==> config.mk <==
export PLATFORM = sky130hd
export DESIGN_NAME = http_chunked_body_decoder_core
export DESIGN_NICKNAME = d
export VERILOG_FILES = /design/src/sv/hcd_pkg.sv /design/src/sv/http_chunked_body_decoder_core.sv /design/src/sv/hcd_step.sv
export SDC_FILE = /design/constraint.sdc
export NUM_CORES = 1
export LEC_CHECK = 0
export ABC_CLOCK_PERIOD_IN_PS = 3100
export BUFFER_PORTS_ARGS = -buffer_cell sky130_fd_sc_hd__buf_2
export CAP_MARGIN = 20
export CORE_MARGIN = 5
export CORE_UTILIZATION = 40
export DETAILED_ROUTE_END_ITERATION = 7
export MAX_ROUTING_LAYER = met4
export PLACE_DENSITY_LB_ADDON = 0.25
export SLEW_MARGIN = 15
export SYNTH_ARGS = -nofsm -noshare
export SYNTH_HDL_FRONTEND = slang
export SYNTH_SLANG_ARGS = --single-unit
==> constraint.sdc <==
create_clock -name clk -period 3.1 [get_ports clk]
set_input_delay 0.31 -clock clk [delete_from_list [all_inputs] [get_ports clk]]
set_output_delay 0.31 -clock clk [all_outputs]
set_load 0.01 [all_outputs]
==> src/sv/hcd_pkg.sv <==
// Shared types and constants for the HTTP chunked body decoder.
// No dependencies; imported by hcd_step, http_chunked_body_decoder_core and the testbench.
package hcd_pkg;

	// Width of the chunk-size accumulator and data counter
	localparam int SIZE_BITS = 32;

	localparam logic [7:0] CH_CR    = 8'h0D;
	localparam logic [7:0] CH_LF    = 8'h0A;
	localparam logic [7:0] CH_SPACE = 8'h20;
	localparam logic [7:0] CH_TAB   = 8'h09;

	// Bytes dropped after each chunk's data (the trailing CR LF)
	localparam logic [1:0] SKIP_LEN = 2'd2;

	typedef enum logic [2:0] {
		PH_HEADER = 3'd0,
		PH_SIZE   = 3'd1,
		PH_DATA   = 3'd2,
		PH_SKIP   = 3'd3,
		PH_DONE   = 3'd4
	} phase_t;

	typedef enum logic [1:0] {
		OC_COMPLETE  = 2'd0,
		OC_TRUNCATED = 2'd1,
		OC_NO_HEADER = 2'd2
	} outcome_t;

	// Size-line parse state
	typedef struct packed {
		logic [SIZE_BITS-1:0] size;
		logic                 started;
		logic                 ended;
	} line_t;

	// Decoder state carried from byte to byte
	typedef struct packed {
		phase_t               phase;
		logic [1:0]           header_match;
		line_t                line;
		logic                 cr_pending;
		logic [SIZE_BITS-1:0] data_remaining;
		logic [1:0]           skip_remaining;
	} state_t;

	// One result request
	typedef struct packed {
		logic       valid;
		logic [7:0] out_byte;
		logic       byte_valid;
		logic       is_last;
		outcome_t   outcome;
	} result_t;

	localparam line_t LINE_CLEAR = '{
		size:    '0,
		started: 1'b0,
		ended:   1'b0
	};

	localparam state_t STATE_RST = '{
		phase:          PH_HEADER,
		header_match:   2'd0,
		line:           LINE_CLEAR,
		cr_pending:     1'b0,
		data_remaining: '0,
		skip_remaining: 2'd0
	};

endpackage

==> src/sv/http_chunked_body_decoder_core.sv <==
// Top level of the HTTP chunked body decoder: input register, decode step, result register.
// Depends on hcd_pkg and hcd_step.
//
//  channel | handshake            | payload
//  --------+----------------------+--------------------------------------------
//  in      | in_valid / in_ready  | in_byte[7:0], in_last
//  out     | out_valid / out_ready| out_byte[7:0], byte_valid, is_last, outcome[1:0]
//
// One byte per clock sustained while the output is not stalled; a result passes through
// the input register, then the combinational decode step into the result register, which
// drives the output.
// Bytes that produce no result (size line, skipped CR LF, after the final chunk)
// leave the pipe without occupying the output.
// arst_n clears the valid flags and the decoder state to the header phase.
// A stalled output holds its result; the input keeps taking bytes until the
// input register also holds one that needs the output.
module http_chunked_body_decoder_core import hcd_pkg::*; (
	input  logic       clk,
	input  logic       arst_n,
	input  logic       in_valid,
	output logic       in_ready,
	input  logic [7:0] in_byte,
	input  logic       in_last,
	output logic       out_valid,
	input  logic       out_ready,
	output logic [7:0] out_byte,
	output logic       byte_valid,
	output logic       is_last,
	output logic [1:0] outcome
);

	logic       valid_s1;
	logic [7:0] byte_s1;
	logic       last_s1;
	state_t     state_q;
	state_t     state_next;
	result_t    res;
	logic       out_valid_s2;
	result_t    res_s2;
	logic       out_free;
	logic       adv_s1;

	// Stage 1 moves on when its result, if any, has room in the output register
	assign out_free = !out_valid_s2 || out_ready;
	assign adv_s1   = valid_s1 && (!res.valid || out_free);
	assign in_ready = !valid_s1 || adv_s1;

	// Input register
	always_ff @(posedge clk or negedge arst_n) begin
		if (!arst_n) begin
			valid_s1 <= 1'b0;
		end else if (in_ready) begin
			valid_s1 <= in_valid;
		end
	end

	always_ff @(posedge clk) begin
		if (in_valid && in_ready) begin
			byte_s1 <= in_byte;
			last_s1 <= in_last;
		end
	end

	// Decode step
	hcd_step u_step (
		.st      (state_q),
		.in_byte (byte_s1),
		.in_last (last_s1),
		.st_next (state_next),
		.res     (res)
	);

	// Decoder state
	always_ff @(posedge clk or negedge arst_n) begin
		if (!arst_n) begin
			state_q <= STATE_RST;
		end else if (adv_s1) begin
			state_q <= state_next;
		end
	end

	// Result register
	always_ff @(posedge clk or negedge arst_n) begin
		if (!arst_n) begin
			out_valid_s2 <= 1'b0;
		end else if (adv_s1 && res.valid) begin
			out_valid_s2 <= 1'b1;
		end else if (out_ready) begin
			out_valid_s2 <= 1'b0;
		end
	end

	always_ff @(posedge clk) begin
		if (adv_s1 && res.valid) begin
			res_s2 <= res;
		end
	end

	assign out_valid  = out_valid_s2;
	assign out_byte   = res_s2.out_byte;
	assign byte_valid = res_s2.byte_valid;
	assign is_last    = res_s2.is_last;
	assign outcome    = res_s2.outcome;

	// A result without end-of-message always carries a byte and a zero outcome
	a_mid_has_byte: assert property (@(posedge clk) disable iff (!arst_n)
		out_valid && !is_last |-> byte_valid && outcome == OC_COMPLETE)
		else $error("result without is_last lacks a byte or has an outcome");

	// Data phase is only entered with a nonzero count
	a_data_count: assert property (@(posedge clk) disable iff (!arst_n)
		state_q.phase == PH_DATA |-> state_q.data_remaining != '0)
		else $error("data phase with nothing remaining");

	// Skip phase always has bytes left to drop
	a_skip_count: assert property (@(posedge clk) disable iff (!arst_n)
		state_q.phase == PH_SKIP |-> state_q.skip_remaining != 2'd0)
		else $error("skip phase with nothing remaining");

	// A last byte that leaves stage 1 returns the decoder to the header phase
	a_last_resets: assert property (@(posedge clk) disable iff (!arst_n)
		adv_s1 && last_s1 |=> state_q.phase == PH_HEADER && state_q.header_match == 2'd0)
		else $error("decoder not reset after last byte");

endmodule

==> src/sv/hcd_step.sv <==
// Per-byte decode step: next decoder state and the result for one input byte.
// Depends on hcd_pkg.
module hcd_step import hcd_pkg::*; (
	input  state_t     st,
	input  logic [7:0] in_byte,
	input  logic       in_last,
	output state_t     st_next,
	output result_t    res
);

	// Hex digit decode; letters map through the low nibble plus nine
	function automatic logic is_hex(input logic [7:0] c);
		is_hex = (c >= "0" && c <= "9") || (c >= "a" && c <= "f") ||
			(c >= "A" && c <= "F");
	endfunction

	function automatic logic [3:0] hex_val(input logic [7:0] c);
		if (c <= "9") begin
			hex_val = c[3:0];
		end else begin
			hex_val = c[3:0] + 4'd9;
		end
	endfunction

	function automatic logic is_space(input logic [7:0] c);
		is_space = (c == CH_SPACE) || (c >= CH_TAB && c <= CH_CR);
	endfunction

	// One character of size-line content
	function automatic line_t line_char(input line_t l, input logic [7:0] c);
		line_t      r;
		logic       hx;
		logic [3:0] d;
		r  = l;
		hx = is_hex(c);
		d  = hex_val(c);
		if (!l.ended) begin
			if (!l.started) begin
				if (is_space(c)) begin
					r = l;
				end else if (!hx) begin
					r.ended = 1'b1;
				end else begin
					r.started = 1'b1;
					r.size    = SIZE_BITS'(d);
				end
			end else if (!hx) begin
				r.ended = 1'b1;
			end else if (l.size[SIZE_BITS-1 -: 4] != 4'd0) begin
				// saturate instead of shifting digits out
				r.size = '1;
			end else begin
				r.size = {l.size[SIZE_BITS-5:0], d};
			end
		end
		return r;
	endfunction

	logic                 line_end;
	logic [SIZE_BITS-1:0] dr_dec;
	logic [1:0]           sk_dec;
	line_t                line_a;
	logic                 emit;
	outcome_t             oc;

	// CR LF closing a size line
	assign line_end = st.cr_pending && (in_byte == CH_LF);
	assign dr_dec   = (st.data_remaining != '0) ? st.data_remaining - SIZE_BITS'(1) : '0;
	assign sk_dec   = (st.skip_remaining != 2'd0) ? st.skip_remaining - 2'd1 : 2'd0;
	// a held CR that is not part of CR LF counts as line content
	assign line_a   = st.cr_pending ? line_char(st.line, CH_CR) : st.line;

	// Next state
	always_comb begin
		st_next = st;
		unique case (st.phase)
			PH_HEADER: begin
				if (in_byte == CH_CR) begin
					st_next.header_match = (st.header_match == 2'd0 ||
						st.header_match == 2'd2) ? st.header_match + 2'd1 : 2'd1;
				end else if (in_byte == CH_LF && st.header_match == 2'd1) begin
					st_next.header_match = 2'd2;
				end else if (in_byte == CH_LF && st.header_match == 2'd3) begin
					st_next.header_match = 2'd0;
					st_next.phase        = PH_SIZE;
					st_next.line         = LINE_CLEAR;
					st_next.cr_pending   = 1'b0;
				end else begin
					st_next.header_match = 2'd0;
				end
			end
			PH_SIZE: begin
				if (line_end) begin
					st_next.cr_pending = 1'b0;
					if (st.line.size == '0) begin
						st_next.phase = PH_DONE;
					end else begin
						st_next.data_remaining = st.line.size;
						st_next.phase          = PH_DATA;
					end
				end else if (in_byte == CH_CR) begin
					st_next.line       = line_a;
					st_next.cr_pending = 1'b1;
				end else begin
					st_next.line       = line_char(line_a, in_byte);
					st_next.cr_pending = 1'b0;
				end
			end
			PH_DATA: begin
				st_next.data_remaining = dr_dec;
				if (dr_dec == '0) begin
					st_next.phase          = PH_SKIP;
					st_next.skip_remaining = SKIP_LEN;
				end
			end
			PH_SKIP: begin
				st_next.skip_remaining = sk_dec;
				if (sk_dec == 2'd0) begin
					st_next.phase      = PH_SIZE;
					st_next.line       = LINE_CLEAR;
					st_next.cr_pending = 1'b0;
				end
			end
			PH_DONE: begin
				st_next = st;
			end
			default: begin
				st_next = st;
			end
		endcase
		// the last byte of a buffer starts a fresh message
		if (in_last) begin
			st_next = STATE_RST;
		end
	end

	// Result
	always_comb begin
		emit = 1'b0;
		oc   = OC_TRUNCATED;
		unique case (st.phase)
			PH_HEADER: begin
				emit = 1'b1;
				// still in the header unless this byte closes CR LF CR LF
				if (!(in_byte == CH_LF && st.header_match == 2'd3)) begin
					oc = OC_NO_HEADER;
				end
			end
			PH_SIZE: begin
				if (line_end && st.line.size == '0) begin
					oc = OC_COMPLETE;
				end
			end
			PH_DATA: begin
				emit = 1'b1;
			end
			PH_SKIP: begin
				oc = OC_TRUNCATED;
			end
			PH_DONE: begin
				oc = OC_COMPLETE;
			end
			default: begin
				oc = OC_COMPLETE;
			end
		endcase
		res.valid      = emit || in_last;
		res.out_byte   = emit ? in_byte : 8'd0;
		res.byte_valid = emit;
		res.is_last    = in_last;
		res.outcome    = in_last ? oc : OC_COMPLETE;
	end

endmodule

==> results.ini <==
[critical_path]
worst_setup_path_start_kind = register
endpoint_kind = register
r2r_slack_ns = 0.12
worstPathMaxFanout = 7
path_class = reg2reg
cp.required_ns = 3.34
arrival_ns = 3.22

[die]
fp.coreArea_um2 = 14590
rows = 44
initial_core_util = 0.4089
ios = 27
dieArea_um2 = 17460
die_x_um = 132.1
die_y_um = 132.1

[synth]
synth_top_area_frac = 0.3188
synth-edff-count = 21
yosys_warnings = 0
netlist_instances = 653
yosys-top-cells-area = dfrtp_1 32%, edfxtp_1 11%, o31ai_2 5.9%
ys_seq_area_frac = 0.4245
postSynthAreaPerCell_um2 = 9.136
synth_fp_nets = 672
synth.distinct_cells = 71
dominantRegCellSynth = dfrtp_1
async_reset_ff_frac = 0.7835
yosys.area.top_type = dfrtp_1
syn_area_um2 = 5966
ys_ff_latch = 97

[routing]
ant_nets = 0
drc = 0
drt-pass1-iter-count = 5
avgViaCountPerCell = 6.047
via_count = 5273
wl_per_cell_um = 18.13
wl_mm = 15.81
drt_iter0_markers = 564

[clocking]
cts_buffers = 9
cts_tree = done
cts_max_path_buffers = 2
clock_latency_ns = 0.36
clkTransAtPathRegs_ns = 0.08
h-tree-depth = 3
cts.sinks = 97
cts.root.buffer_cell = clkbuf_16

[global_route]
grt_pass1_vias = 4962
antenna_found_initial = 0
grt-ovfl-total = 0
grt_pass1_wl_mm = 26.20
grt.total_usage = 0.1873
grt_max_degree = 77

[timing]
fin_crit_sh = 0.9624
whs_ns = 0.1211
worst_pin_slew_ns = 0.7827
slew_violations = 0
final.setup.worst_slack_ns = 0.1166
max_slew_margin = 0.4742
fmax_ghz = 0.3352
fin_crit_ns = 2.983
final.setup_skew_ns = 0.01305
hold_viol = 0
setup_viol = 0

[run]
maxCapViolCount = 0

[finish]
nFillCells = 1342
final_common_cell = nor2_1
mostFrequentLayoutCells = 78 x nor2_1, 76 x dfrtp_1, 55 x nand2_1
nNetsFinal = 702
num_antenna_cells = 0
syn2layout_area_growth_pct = 13.88
drive_above_1_share = 0.2049

[pwr]
ir_drop_mv = 0.3646
leakagePower_nw = 2.771
power_density_nw_per_um2 = 654.6
power_mw = 4.447

[placement]
hpwlAfterDp_mm = 11.00
pre_cts_slack_ns = 0.04985
place.gp.congestion = 0.9576
io_buffers = 26

[outcome]
status = completed

[min_path]
hold_class = in2reg

## power breakdown
| group | switching, mW | total, mW | internal, mW | leakage [nW] |
|---|---|---|---|---|
| sequential | 0.0840 | 1.54 | 1.46 | 1.25 |
| combinational | 1.08 | 1.77 | 0.688 | 1.38 |
| clock | 0.562 | 1.13 | 0.571 | 0.143 |
## synthesized netlist by cell type (7+ instances only)
master and instances:
nand3_1 14, o31ai_2 28, clkbuf_1 22, edfxtp_1 21, o21ai_1 17, buf_2 12
and2_1 9, a21oi_1 44, o21ai_0 46, a22oi_1 13, nor3_1 28, a211oi_1 9
buf_4 7, nor4_1 19, a21o_1 7, nor2_1 80, nand2_1 55, nand4_1 8
dfrtp_1 76, a32oi_1 7, inv_1 17, nand4b_1 7
## layout make-up
class	count	area [µm²]	area share
Tap cell	184	230.2	0.03389
Clock buffer	9	225.2	0.03315
Sequential cell	97	2532	0.3727
Timing Repair Buffer	67	500.5	0.07366
Inverter	18	67.56	0.009945
Clock inverter	7	72.57	0.01068
Multi-Input combinational cell	490	3166	0.4659
## routing by layer
metal  track usage  share of wire  up-vias
met5             -              0        -
met4       0.05429          0.016        0
met3       0.03550          0.064       23
met2        0.2720           0.46      191
met1        0.2668           0.46     2571
li1              -              -     2488
## critical path, cell delays in order, from the launching register on
cell and delay (ns):
dfrtp_1 0.45, inv_1 0.13, ha_1 0.19, nor4b_4 0.19, buf_4 0.19, and4_1 0.25, nand2_1 0.09, o31ai_1 0.30
o2111ai_1 0.24, nor4_4 0.41, nor4_1 0.09, o32a_1 0.34
## worst paths after layout
| kind | from | to | cells past startpoint |
|---|---|---|---|
| max | state_q[3] | state_q[0] | 11 |
| min reg2reg | state_q[65] | state_q[65] | 2 |
| min in group asynchronous | arst_n | state_q[5] | 2 |
| min | in_byte[5] | byte_s1[5] | 1 |
| max reg2reg | state_q[3] | state_q[0] | 11 |
| max in group asynchronous | arst_n | state_q[46] | 3 |
## kinds of logic (layout without fill, tap and decap cells)
group                    after synthesis  in the layout  synth area share
AO/OA/AOI/OAI                        204            204            0.2408
flip-flops                            97             97            0.4245
buffers and inverters                 66            101           0.05474
adder cells (fa/ha/maj)                6              6           0.01258
multiplexers                           3              3          0.005453
XOR/XNOR                               8              8           0.01175
AND/OR/NAND/NOR                      269            269            0.2502
## through the flow
stage               setup TNS [ns]  cell area, µm²  cells    util
CTS                              0            6660    863  0.4565
finish                           0            6794    872  0.4657
detailed placement               0            6362    847  0.4361
global route              -0.01065            6794    872  0.4657
global placement                 0            6362    847  0.4361
floorplan                        0            5966    653       -
## registers in the layout (all words and copies together), names as in the netlist
signal      count
outcome         2
last_s1         1
valid_s1        1
byte_s1         8
out_valid       1
state_q        74
byte_valid      1
out_byte        8
is_last         1
## what timing repair did
item,CTS,global route
setup endpoints to repair,0,35
gates resized for setup,0,9
hold buffers,0,1
setup buffers,0,7
endpoints found under the hold margin,0,18
(Power assumes the default switching activity.)
